[src/rtl/motor_command_packer_core_assert.svh]
// ----------------------------------------------------------------------------
// motor command packer assertion macros
// Concurrent checks used inside the packer, compiled out with NO_ASSERTIONS.
// ----------------------------------------------------------------------------
`ifndef MOTOR_COMMAND_PACKER_CORE_ASSERT_SVH
`define MOTOR_COMMAND_PACKER_CORE_ASSERT_SVH

`ifndef NO_ASSERTIONS

// consequent checked in the same cycle as the antecedent
`define MCP_ASSERT_SAME(label, clk, rst, ante, cons) \
   label: assert property (@(posedge clk) disable iff (rst) (ante) |-> (cons)) \
      else $error("mcp: same-cycle check failed");

// consequent checked in the cycle after the antecedent
`define MCP_ASSERT_NEXT(label, clk, rst, ante, cons) \
   label: assert property (@(posedge clk) disable iff (rst) (ante) |=> (cons)) \
      else $error("mcp: next-cycle check failed");

`else

`define MCP_ASSERT_SAME(label, clk, rst, ante, cons)
`define MCP_ASSERT_NEXT(label, clk, rst, ante, cons)

`endif

`endif

[src/rtl/mcp_pkg.sv]
// ----------------------------------------------------------------------------
// mcp_pkg
// Types and constants shared by the motor command packer modules.
// ----------------------------------------------------------------------------
package mcp_pkg;

   localparam int DATA_W        = 32;
   localparam int LIMIT_W       = 31;
   localparam int ID_W          = 8;
   localparam int CSR_INDEX_W   = 3;
   localparam int CSR_DATA_W    = 31;
   localparam int POS_CODE_W    = 16;
   localparam int FIELD_CODE_W  = 12;
   localparam int NIBBLE_W      = 4;
   localparam int LANES         = 5;

   localparam int POSITION_BITS_DEF = 16;
   localparam int FIELD_BITS_DEF    = 12;

   localparam logic [ID_W-1:0]    MOTOR_ID_RST        = 8'd1;
   localparam logic [LIMIT_W-1:0] POSITION_LIMIT_RST  = 31'd819200;
   localparam logic [LIMIT_W-1:0] VELOCITY_LIMIT_RST  = 31'd4259840;
   localparam logic [LIMIT_W-1:0] STIFFNESS_LIMIT_RST = 31'd32768000;
   localparam logic [LIMIT_W-1:0] DAMPING_LIMIT_RST   = 31'd327680;
   localparam logic [LIMIT_W-1:0] CURRENT_LIMIT_RST   = 31'd1179648;

   typedef enum logic [CSR_INDEX_W-1:0] {
      CSR_MOTOR_ID        = 3'd0,
      CSR_POSITION_LIMIT  = 3'd1,
      CSR_VELOCITY_LIMIT  = 3'd2,
      CSR_STIFFNESS_LIMIT = 3'd3,
      CSR_DAMPING_LIMIT   = 3'd4,
      CSR_CURRENT_LIMIT   = 3'd5
   } csr_index_type;

   typedef struct packed {
      logic signed [DATA_W-1:0] target_position;
      logic signed [DATA_W-1:0] target_velocity;
      logic signed [DATA_W-1:0] stiffness_gain;
      logic signed [DATA_W-1:0] damping_gain;
      logic signed [DATA_W-1:0] feedforward_current;
   } req_type;

   typedef struct packed {
      logic [7:0] frame_byte0;
      logic [7:0] frame_byte1;
      logic [7:0] frame_byte2;
      logic [7:0] frame_byte3;
      logic [7:0] frame_byte4;
      logic [7:0] frame_byte5;
      logic [7:0] frame_byte6;
      logic [7:0] frame_byte7;
      logic [7:0] frame_byte8;
   } rsp_type;

endpackage

[src/rtl/mcp_div_step.sv]
// ----------------------------------------------------------------------------
// mcp_div_step
// One registered restoring division step: remainder in the upper part,
// dividend bits shifting out and quotient bits shifting in at the bottom.
// ----------------------------------------------------------------------------
module mcp_div_step #(
   parameter int STEPS = mcp_pkg::POSITION_BITS_DEF
) (
   input  logic                                clock,
   input  logic                                advance,
   input  logic [mcp_pkg::DATA_W-1:0]          span,
   input  logic [mcp_pkg::DATA_W+STEPS-1:0]    acc_in,
   output logic [mcp_pkg::DATA_W+STEPS-1:0]    acc_out
);

   localparam int NUM_W = mcp_pkg::DATA_W + STEPS;

   logic [mcp_pkg::DATA_W:0]     trial;
   logic [mcp_pkg::DATA_W:0]     diff;
   logic                         fits;
   logic [mcp_pkg::DATA_W-1:0]   rem_next;
   logic [NUM_W-1:0]             acc_in_next;
   logic [NUM_W-1:0]             acc_ff;

   always_comb begin
      trial = acc_in[NUM_W-1:STEPS-1];
      diff  = trial - {1'b0, span};
      fits  = trial >= {1'b0, span};
      // remainder stays below span, so one bit is dropped safely
      rem_next    = fits ? diff[mcp_pkg::DATA_W-1:0] : trial[mcp_pkg::DATA_W-1:0];
      acc_in_next = {rem_next, acc_in[STEPS-2:0], fits};
   end

   always_ff @(posedge clock) begin
      if (advance) begin
         acc_ff <= acc_in_next;
      end
   end

   assign acc_out = acc_ff;

endmodule

[src/rtl/mcp_div_pipe.sv]
// ----------------------------------------------------------------------------
// mcp_div_pipe
// Pipelined divider, one quotient bit per stage, quotient fits in STEPS bits.
// ----------------------------------------------------------------------------
module mcp_div_pipe #(
   parameter int STEPS = mcp_pkg::POSITION_BITS_DEF
) (
   input  logic                                clock,
   input  logic                                advance,
   input  logic [mcp_pkg::DATA_W-1:0]          span,
   input  logic [mcp_pkg::DATA_W+STEPS-1:0]    num,
   output logic [STEPS-1:0]                    quot
);

   localparam int NUM_W = mcp_pkg::DATA_W + STEPS;

   logic [NUM_W-1:0] chain [STEPS+1];

   assign chain[0] = num;

   for (genvar s = 0; s < STEPS; s++) begin : g_step
      mcp_div_step #(
         .STEPS (STEPS)
      ) u_step (
         .clock   (clock),
         .advance (advance),
         .span    (span),
         .acc_in  (chain[s]),
         .acc_out (chain[s+1])
      );
   end

   assign quot = chain[STEPS][STEPS-1:0];

endmodule

[config.mk]
export PLATFORM = sky130hd
export DESIGN_NAME = mcp_div_pipe
export DESIGN_NICKNAME = d
export VERILOG_FILES = /design/src/rtl/motor_command_packer_core_assert.svh /design/src/rtl/mcp_pkg.sv /design/src/rtl/mcp_div_step.sv /design/src/rtl/mcp_div_pipe.sv
export SDC_FILE = /design/constraint.sdc
export NUM_CORES = 2
export LEC_CHECK = 0
export BUFFER_PORTS_ARGS = -buffer_cell sky130_fd_sc_hd__buf_4
export CORE_UTILIZATION = 55
export CTS_CLUSTER_SIZE = 14
export DETAILED_ROUTE_END_ITERATION = 10
export PLACE_DENSITY = 0.68
export SKIP_LAST_GASP = 1
export SYNTH_ARGS = -nofsm -noshare
export SYNTH_HDL_FRONTEND = slang
export SYNTH_HIERARCHICAL = 1
export SYNTH_SLANG_ARGS = --single-unit
[constraint.sdc]
create_clock -name clock -period 6.85 [get_ports clock]
set_clock_uncertainty 0.05 [all_clocks]
set_input_delay 0.3425 -clock clock [delete_from_list [all_inputs] [get_ports clock]]
set_output_delay 0.3425 -clock clock [all_outputs]
set_load 0.1 [all_outputs]
==> summary.md <==
| Metric | Value |
|---|---|
| Final setup margin | `3040 ps` |
| Critical Path AT | `4180 ps` |
| First drt pass iteration count | `11` |
| Share of cells above drive strength 1 | `0.0813` |
| Failing checks | `DRC` |
| Setup violators final | `0` |
| Syn Nets | `6838` |
| CTS tree | `built` |
| Max reg flops | `736` |
| GR Overflow Total | `0` |
| Critical-path cell list | `ha_1 > and3_1 > nand4_1 > nor4b_1 > a21o_1 > o21a_2 > o21ai_0 > o21a_1` |
| Synth-to-Final Area Change | `7.10%` |
| Maximum vdd ir drop | `0.294 mV` |
| Clock slew at reported path FFs | `60 ps` |
| Max cap viols | `0` |
| Die H | `328 µm` |
| Via density | `6.08` |
| Design Area, Final | `0.0626 mm²` |
| Clock tree buffer depth | `3` |
| DR iter-0 viols | `4432` |
| Crit path max fanout | `56` |
| Place WS | `2670 ps` |
| WS Path Type | `flip-flop to flip-flop` |
| Power per cell area | `519 mW/mm²` |
| Wire per inst | `21.9 µm` |
| Post-route antenna net violation count | `0` |
| Final total power | `32.5 mW` |
| Status | `complete, but fails checks` |
| YS warnings | `6` |
| Hold Crit Depth | `3` |
| Worst Setup End Kind | `flip-flop` |
| Hold EP | `g_step[0].u_step/acc_out[28]` |
| Routed wire length | `168 mm` |
| PortBufs | `97` |
| Reg-to-reg endpoint | `g_step[13].u_step/acc_out[19]` |
| Via count of the first global-routing pass | `43505` |
| WP data required | `7220 ps` |
| Hold Crit Start | `num[27]` |
| Post-synthesis cell area | `0.0585 mm²` |
| I/O pins | `98` |
| Leak | `26.6 nW` |
| Die ar. | `0.108 mm²` |
| Total GRT Usage | `0.307` |
| Crit path launch type | `flip-flop` |
| Most frequent cells in the layout | `771 x a21oi_1, 736 x edfxtp_1, 725 x inv_1` |
| Syn avg cell area | `9.39 µm²` |
| Clock sinks | `736` |
| Later-pin clock latency in the skew report | `670 ps` |
| Max Freq | `0.262 GHz` |
| Antenna violations before repair | `12` |
| First-pass GRT wire length | `253 mm` |
| Crit-path max cell delay | `900 ps` |
| Area of the core | `0.105 mm²` |
| # DRC | `12` |
| Slowest cell on crit path | `o21a_2` |
| Filler cells | `9016` |
| Final worst-path cycle share | `0.556` |
| Post-DP HPWL | `119 mm` |
| Buffers and inverters on the worst path | `0` |
| Nets@finish | `6822` |
| Synth Instances | `6229` |
| # rows | `119` |
| Slew Viols, Final | `0` |
| Least-Margin Pin Slew | `1230 ps` |
| Setup TNS | `0 ps` |
| Setup crit start | `g_step[12].u_step/acc_out[39]` |
| Worst Hold Class | `input port to flip-flop` |
| Final Hold Fails | `0` |
| RSZ-0062 raised after global routing | `false` |
| Rel. slew slack | `0.183` |
| Initial Util | `0.555` |
| CTS Buf Count | `83` |
| Delay-heaviest family, CP | `compound AO/OA/AOI/OAI gates` |
| Area after DPL | `0.0594 mm²` |
| Placer Congestion | `0.967` |
| Leading cell type in the layout, fill and taps excluded | `a21oi_1` |
| Cts repair resizes | `0` |
| Critical R2R Launch | `g_step[12].u_step/acc_out[39]` |
| Largest net degree at the start of global routing | `174` |
| R2r worst-path depth | `8` |
| Internal reg-to-reg setup slack | `3040 ps` |
| Post-layout min period | `3810 ps` |
| Hold WS | `27.6 ps` |
| Root Buffer | `clkbuf_16` |
| Die Wd | `328 µm` |
| H-tree Lvls | `3` |
| Via count | `46636` |
==> stage by stage <==
stage	cells	utilization
after floorplan	6229	-
after global placement	7475	0.564
after detailed placement	7475	0.564
after CTS	7667	0.594
after global routing	7667	0.594
final	7668	0.594
==> worst register-to-register path: stages (launching register included) <==
cell	delay (ps)
edfxtp_1	520
ha_1	490
and3_1	330
nand4_1	220
nor4b_1	410
a21o_1	190
o21a_2	900
o21ai_0	270
o21a_1	180
==> final cells by class <==
type | count | area (µm²) | area share
clock buffers | 96 | 2170 | 0.0346
clock inverters | 52 | 601 | 0.00959
repair buffers | 154 | 1320 | 0.0211
multi-input cells | 4513 | 32000 | 0.511
flip-flops and latches | 736 | 22100 | 0.353
diodes | 1 | 2.50 | 0.0000399
well taps | 1391 | 1740 | 0.0278
inverters | 725 | 2720 | 0.0434
==> layer usage <==
layer	up-vias	track usage	part of all wire
li1	22491	-	-
met1	22130	0.401	0.42
met2	1614	0.507	0.47
met3	395	0.0381	0.066
met4	6	0.139	0.049
met5	-	0	0.00032
==> worst max-delay path by stage <==
stage,end,depth (start not counted),slack [ps]
finish,g_step[13].u_step/acc_out[19],8,3040
global route,g_step[13].u_step/acc_out[19],8,2760
CTS,g_step[13].u_step/acc_out[19],8,3150
detailed placement,g_step[1].u_step/acc_out[19],10,2670
global placement,g_step[1].u_step/acc_out[19],10,2760
floorplan,g_step[10].u_step/acc_out[20],11,4090
==> power breakdown <==
part           internal [mW]  switching (mW)  total [mW]
combinational           7.95            10.9        18.8
sequential              7.70            1.38        9.08
clock                   2.69            1.91        4.60
==> repair_timing <==
item,4_1_cts,5_1_grt
hold buffers,44,0
hold endpoints to repair,44,0
endpoints found under the setup margin,0,0
buffers inserted,0,0
(Power assumes the default switching activity.)
