### src/rtl/motor_command_packer_core_assert.svh
// ----------------------------------------------------------------------------
// motor command packer assertion macros
// Concurrent checks used inside the packer, compiled out with NO_ASSERTIONS.
// ----------------------------------------------------------------------------
`ifndef MOTOR_COMMAND_PACKER_CORE_ASSERT_SVH
`define MOTOR_COMMAND_PACKER_CORE_ASSERT_SVH

`ifndef NO_ASSERTIONS

// consequent checked in the same cycle as the antecedent
`define MCP_ASSERT_SAME(label, clk, rst, ante, cons) \
   label: assert property (@(posedge clk) disable iff (rst) (ante) |-> (cons)) \
      else $error("mcp: same-cycle check failed");

// consequent checked in the cycle after the antecedent
`define MCP_ASSERT_NEXT(label, clk, rst, ante, cons) \
   label: assert property (@(posedge clk) disable iff (rst) (ante) |=> (cons)) \
      else $error("mcp: next-cycle check failed");

`else

`define MCP_ASSERT_SAME(label, clk, rst, ante, cons)
`define MCP_ASSERT_NEXT(label, clk, rst, ante, cons)

`endif

`endif

### src/rtl/mcp_pkg.sv
// ----------------------------------------------------------------------------
// mcp_pkg
// Types and constants shared by the motor command packer modules.
// ----------------------------------------------------------------------------
package mcp_pkg;

   localparam int DATA_W        = 32;
   localparam int LIMIT_W       = 31;
   localparam int ID_W          = 8;
   localparam int CSR_INDEX_W   = 3;
   localparam int CSR_DATA_W    = 31;
   localparam int POS_CODE_W    = 16;
   localparam int FIELD_CODE_W  = 12;
   localparam int NIBBLE_W      = 4;
   localparam int LANES         = 5;

   localparam int POSITION_BITS_DEF = 16;
   localparam int FIELD_BITS_DEF    = 12;

   localparam logic [ID_W-1:0]    MOTOR_ID_RST        = 8'd1;
   localparam logic [LIMIT_W-1:0] POSITION_LIMIT_RST  = 31'd819200;
   localparam logic [LIMIT_W-1:0] VELOCITY_LIMIT_RST  = 31'd4259840;
   localparam logic [LIMIT_W-1:0] STIFFNESS_LIMIT_RST = 31'd32768000;
   localparam logic [LIMIT_W-1:0] DAMPING_LIMIT_RST   = 31'd327680;
   localparam logic [LIMIT_W-1:0] CURRENT_LIMIT_RST   = 31'd1179648;

   typedef enum logic [CSR_INDEX_W-1:0] {
      CSR_MOTOR_ID        = 3'd0,
      CSR_POSITION_LIMIT  = 3'd1,
      CSR_VELOCITY_LIMIT  = 3'd2,
      CSR_STIFFNESS_LIMIT = 3'd3,
      CSR_DAMPING_LIMIT   = 3'd4,
      CSR_CURRENT_LIMIT   = 3'd5
   } csr_index_type;

   typedef struct packed {
      logic signed [DATA_W-1:0] target_position;
      logic signed [DATA_W-1:0] target_velocity;
      logic signed [DATA_W-1:0] stiffness_gain;
      logic signed [DATA_W-1:0] damping_gain;
      logic signed [DATA_W-1:0] feedforward_current;
   } req_type;

   typedef struct packed {
      logic [7:0] frame_byte0;
      logic [7:0] frame_byte1;
      logic [7:0] frame_byte2;
      logic [7:0] frame_byte3;
      logic [7:0] frame_byte4;
      logic [7:0] frame_byte5;
      logic [7:0] frame_byte6;
      logic [7:0] frame_byte7;
      logic [7:0] frame_byte8;
   } rsp_type;

endpackage

### src/rtl/mcp_lane_front.sv
// ----------------------------------------------------------------------------
// mcp_lane_front
// Clamps one command value and forms the scaled dividend offset * (2^bits - 1).
// ----------------------------------------------------------------------------
module mcp_lane_front #(
   parameter int CODE_BITS = mcp_pkg::FIELD_BITS_DEF,
   parameter int STEPS     = mcp_pkg::POSITION_BITS_DEF
) (
   input  logic                                  clock,
   input  logic                                  advance,
   input  logic                                  sym,
   input  logic [mcp_pkg::LIMIT_W-1:0]           limit,
   input  logic [mcp_pkg::DATA_W-1:0]            span,
   input  logic signed [mcp_pkg::DATA_W-1:0]     value,
   output logic [mcp_pkg::DATA_W+STEPS-1:0]      num
);

   localparam int NUM_W = mcp_pkg::DATA_W + STEPS;
   localparam int EXT_W = mcp_pkg::DATA_W + 2;

   logic signed [EXT_W-1:0]           base;
   logic signed [mcp_pkg::DATA_W:0]   value_ext;
   logic signed [mcp_pkg::DATA_W:0]   limit_ext;
   logic                              below;
   logic                              above;
   logic [mcp_pkg::DATA_W-1:0]        off_in;
   logic [mcp_pkg::DATA_W-1:0]        off_ff;
   logic [NUM_W-1:0]                  num_in;
   logic [NUM_W-1:0]                  num_ff;

   always_comb begin
      value_ext = (mcp_pkg::DATA_W+1)'(value);
      limit_ext = $signed({2'b00, limit});
      // symmetric range is shifted up by the limit so the low bound sits at zero
      if (sym) begin
         base = EXT_W'(value) + $signed({3'b000, limit});
      end else begin
         base = EXT_W'(value);
      end
      below = base[EXT_W-1];
      above = value_ext > limit_ext;
      if (below) begin
         off_in = '0;
      end else if (above) begin
         off_in = span;
      end else begin
         off_in = base[mcp_pkg::DATA_W-1:0];
      end
      num_in = (NUM_W'(off_ff) << CODE_BITS) - NUM_W'(off_ff);
   end

   always_ff @(posedge clock) begin
      if (advance) begin
         off_ff <= off_in;
         num_ff <= num_in;
      end
   end

   assign num = num_ff;

endmodule

### config.mk
export PLATFORM = sky130hd
export DESIGN_NAME = mcp_lane_front
export DESIGN_NICKNAME = d
export VERILOG_FILES = /design/src/rtl/motor_command_packer_core_assert.svh /design/src/rtl/mcp_pkg.sv /design/src/rtl/mcp_lane_front.sv
export SDC_FILE = /design/constraint.sdc
export NUM_CORES = 1
export LEC_CHECK = 0
export BUFFER_PORTS_ARGS = -buffer_cell sky130_fd_sc_hd__buf_2
export CAP_MARGIN = 0
export CORE_MARGIN = 5
export CORE_UTILIZATION = 57
export DETAILED_ROUTE_END_ITERATION = 12
export PLACE_DENSITY = 0.94
export SLEW_MARGIN = 5
export SYNTH_ARGS = -nofsm -noshare
export SYNTH_HDL_FRONTEND = slang
export SYNTH_SLANG_ARGS = --single-unit
### constraint.sdc
create_clock -name clock -period 3.2 [get_ports clock]
set_clock_uncertainty 0.2 [all_clocks]
set_input_delay 0.32 -clock clock [delete_from_list [all_inputs] [get_ports clock]]
set_output_delay 0.32 -clock clock [all_outputs]
set_load 0.02 [all_outputs]
==> reports/qor.csv <==
stage,metric,value,unit
clock_tree,CTS Sinks,77,
power,cell internal pwr,0.00269,W
worst_hold_path,Hold Path Class,primary input to flop,
worst_setup_path,Critical Path AT,3.01,ns
yosys,unique cell type count in the Yosys netlist,81,
grt,initial antenna violation count,0,
yosys,Syn Area/Cell,9.01,sq um
power,Pleak,4.04,nW
grt,vias in the first global route,6627,
yosys,number of synthesized flops with an enable pin,77,
sta,Period minus WS final,3.13,ns
worst_setup_path,r2r startpoint,off_ff[0],
yosys,Yosys reg bits,77,
floorplanning,Row Count,40,
clock_tree,clk buf depth,2,
final_layout,Inserted Diodes,0,
outcome,status,finished clean,
grt,largest net degree at the start of global routing,46,
placement,Placed Instance Area,8570,sq um
worst_setup_path,data required time of the critical path,3.08,ns
yosys,"Net Count, Synth",975,
power,sw frac,34.9,%
sta,Pins Over Slew Limit,0,
flow_run,Max-cap violations,0,
route,met3 WL,1490,microns
final_layout,Final Net Count,1185,
route,Residual DRC,0,
power,combinational share of power,42.5,%
route,Avg WL per Cell,16.6,microns
power,P_sw,0.00144,W
yosys,Async SR Flop Fraction,0,%
route,"wirelength, routed",19500,microns
final_layout,final core utilization,73.3,%
worst_setup_path,reg2reg setup slack,0.07,ns
worst_setup_path,CP startpoint,off_ff[0],
route,via count,6883,
sta,unrepaired setup endpoints after global routing,true,
worst_setup_path,critical path endpoint,num[42],
worst_setup_path,r2r endpoint,num[42],
yosys,synth warn,0,
yosys,area share of the leading cell type in the synthesized netlist,32.4,%
floorplanning,starting density of the core,58.7,%
route,drt initial violations,521,
power,Clk network pwr share,23.5,%
yosys,Post-synth top flop,edfxtp_1,
floorplanning,Top Ports,146,
yosys,sequential area share after synthesis,32.4,%
placement,hpwl dp,16000,microns
yosys,Mapped Area,7140,sq um
final_layout,share of layout cells above drive strength 1,26.5,%
route,total length of routed met2 wires,9660,microns
worst_setup_path,Startpoint Class,flop,
worst_setup_path,critical path class,flop to flop,
clock_tree,Root Driver,clkbuf_16,
floorplanning,Core Region,12200,sq um
sta,final worst-path cycle share,97.7,%
sta,Final Hold Viols,0,
floorplanning,Die Y,122,microns
route,drt pass-1 iters,5,
sta,worst relative slew slack,44.7,%
yosys,Commonest cells post-synth,"87 x inv_1, 83 x ha_1, 77 x a21oi_1, 77 x edfxtp_1, 77 x nand2_1",
placement,GP Congestion,0.948,
grt,Global Route Usage Sum,26.0,%
sta,Fmax,0.320,GHz
route,Vias/cell,5.85,
grt,first-pass GRT wire length,31000,microns
power,worst ir drop on vdd,0.000260,V
grt,gr ovfl total,0,
final_layout,Area Overhead vs Synth,24.8,%
placement,port bufs,145,
route,met1 wire length,7670,microns
yosys,leading area contributor after synthesis,edfxtp_1,
sta,final setup fails,0,
yosys,Area contributors post-synth,"edfxtp_1 32%, ha_1 15%, xnor2_1 6.4%, a21oi_1 5.4%, inv_1 4.6%",
clock_tree,TritonCTS clock tree,done,
power,Seq pwr share,34.1,%
clock_tree,cts bufs inserted,9,
route,post-route ant nets,0,
clock_tree,cts hold-fix bufs,0,
worst_setup_path,Worst setup EP type,flop,
sta,Least-Margin Pin Slew,0.829,ns
final_layout,"Design Area, Final",8920,sq um
floorplanning,DIE WIDTH,122,microns
clock_tree,"Clk Latency, worst-skew pair",0.34,ns
floorplanning,die area,14900,sq um
clock_tree,"Reg clk slew, reported paths",0.06,ns
route,top routing layer in use,met4,
power,P per Cell Area,464,nW/um^2
yosys,Mapped Cells,793,
worst_setup_path,R2R depth,11,
clock_tree,CTS H-Tree Depth,3,
yosys,cell with the most instances after synthesis,inv_1,
worst_setup_path,crit path max fanout,4,
[how the worst min path moves through the flow]
stage	cells after the start	slack (ns)	end	startpoint
floorplan	0	0.23	num[0]	advance
global placement	1	0.37	num[33]	off_ff[21]
detailed placement	2	0.40	off_ff[27]	span[27]
CTS	2	0.05	off_ff[27]	span[27]
global route	2	0.06	off_ff[27]	span[27]
finish	2	0.06	off_ff[27]	span[27]
[what timing repair did]
item	in CTS	in global routing
setup endpoints to repair	2	7
pin swaps	0	1
setup buffers	0	3
resized for setup	3	6
[through the flow]
step | hold slack [ns] | power (W) | std cells | setup TNS, ns | worst slack, ns
global route | 0.0600 | 0.00435 | 1176 | -0.0141 | -0.0100
CTS | 0.0472 | 0.00411 | 1173 | 0 | 0.0283
finish | 0.0571 | 0.00413 | 1176 | 0 | 0.0733
floorplan | 0.232 | 0.00254 | 793 | 0 | 0.229
global placement | 0.368 | 0.00307 | 1157 | -0.678 | -0.0761
detailed placement | 0.404 | 0.00313 | 1157 | -3.18 | -0.209
[cell usage in the layout (no fill, tap or decap), drive strengths merged, types with 3 or more instances in the layout]
cell,Yosys,final
clkbuf,13,11
o211ai,26,26
nand3,8,8
nand3b,5,5
a31oi,7,7
clkinv,1,5
nand4,13,13
a2111oi,5,5
a21oi,78,78
nor2b,11,11
o21a,15,15
o21ai,26,26
and3,4,4
xor2,12,12
a211oi,10,10
buf,9,221
o41ai,3,3
or2,5,5
xnor2,52,52
o21bai,12,12
edfxtp,77,77
a21boi,4,4
ha,83,83
inv,88,88
a21o,17,17
a221oi,3,3
nor4,10,10
nand2,77,77
o31ai,4,4
nor2,47,47
nor3,14,14
nand2b,12,12
or3,5,5
[logic make-up (layout without fill, tap and decap cells)]
logic type,after synthesis,in the layout,synth area share [%]
adders and majority gates,84,84,14.8
DFF,77,77,32.4
buffers and inverters,111,326,6.36
and+or+nand+nor,221,221,15.3
AOI/OAI and AO/OA,234,234,23.0
muxes,2,2,0.280
xor gates and xnor gates,64,64,7.85
[per-layer routing]
layer	global-route usage, %	vias up
met5	0	-
met4	13.2	0
met3	2.74	62
met2	44.8	364
met1	32.4	3163
li1	-	3294
[registers in the layout, summed over array words and instances (netlist names)]
register / count
num: 45
off_ff: 32
[worst max-delay path: stages, from the launching register on]
cell and delay, ns:
edfxtp_1 0.41, inv_1 0.09, ha_2 0.21, or4b_4 0.49
nor2_4 0.14, a22o_4 0.15, a41oi_2 0.18, nand2b_4 0.19
o21a_1 0.21, o41ai_2 0.29, a31oi_1 0.15, xnor2_1 0.16
[power by group through the flow]
stage	sequential (W)	combinational, W	clock, W
5_1_grt	0.00142	0.00191	0.00103
2_1_floorplan	0.00156	0.000979	0
3_5_place_dp	0.00143	0.00170	0
4_1_cts	0.00141	0.00171	0.000984
3_3_place_gp	0.00142	0.00165	0
6_report	0.00141	0.00176	0.000970
[layout make-up]
type / instances / area (sq um)
multi-input combinational: 605 / 4420
fill: 888 / 3240
sequential: 77 / 2310
timing repair buffer: 221 / 1360
inverter: 89 / 334
clock buffer: 11 / 233
tap: 168 / 210
clock inverter: 5 / 51.3
Note: power is estimated with default switching activity, not from simulation.
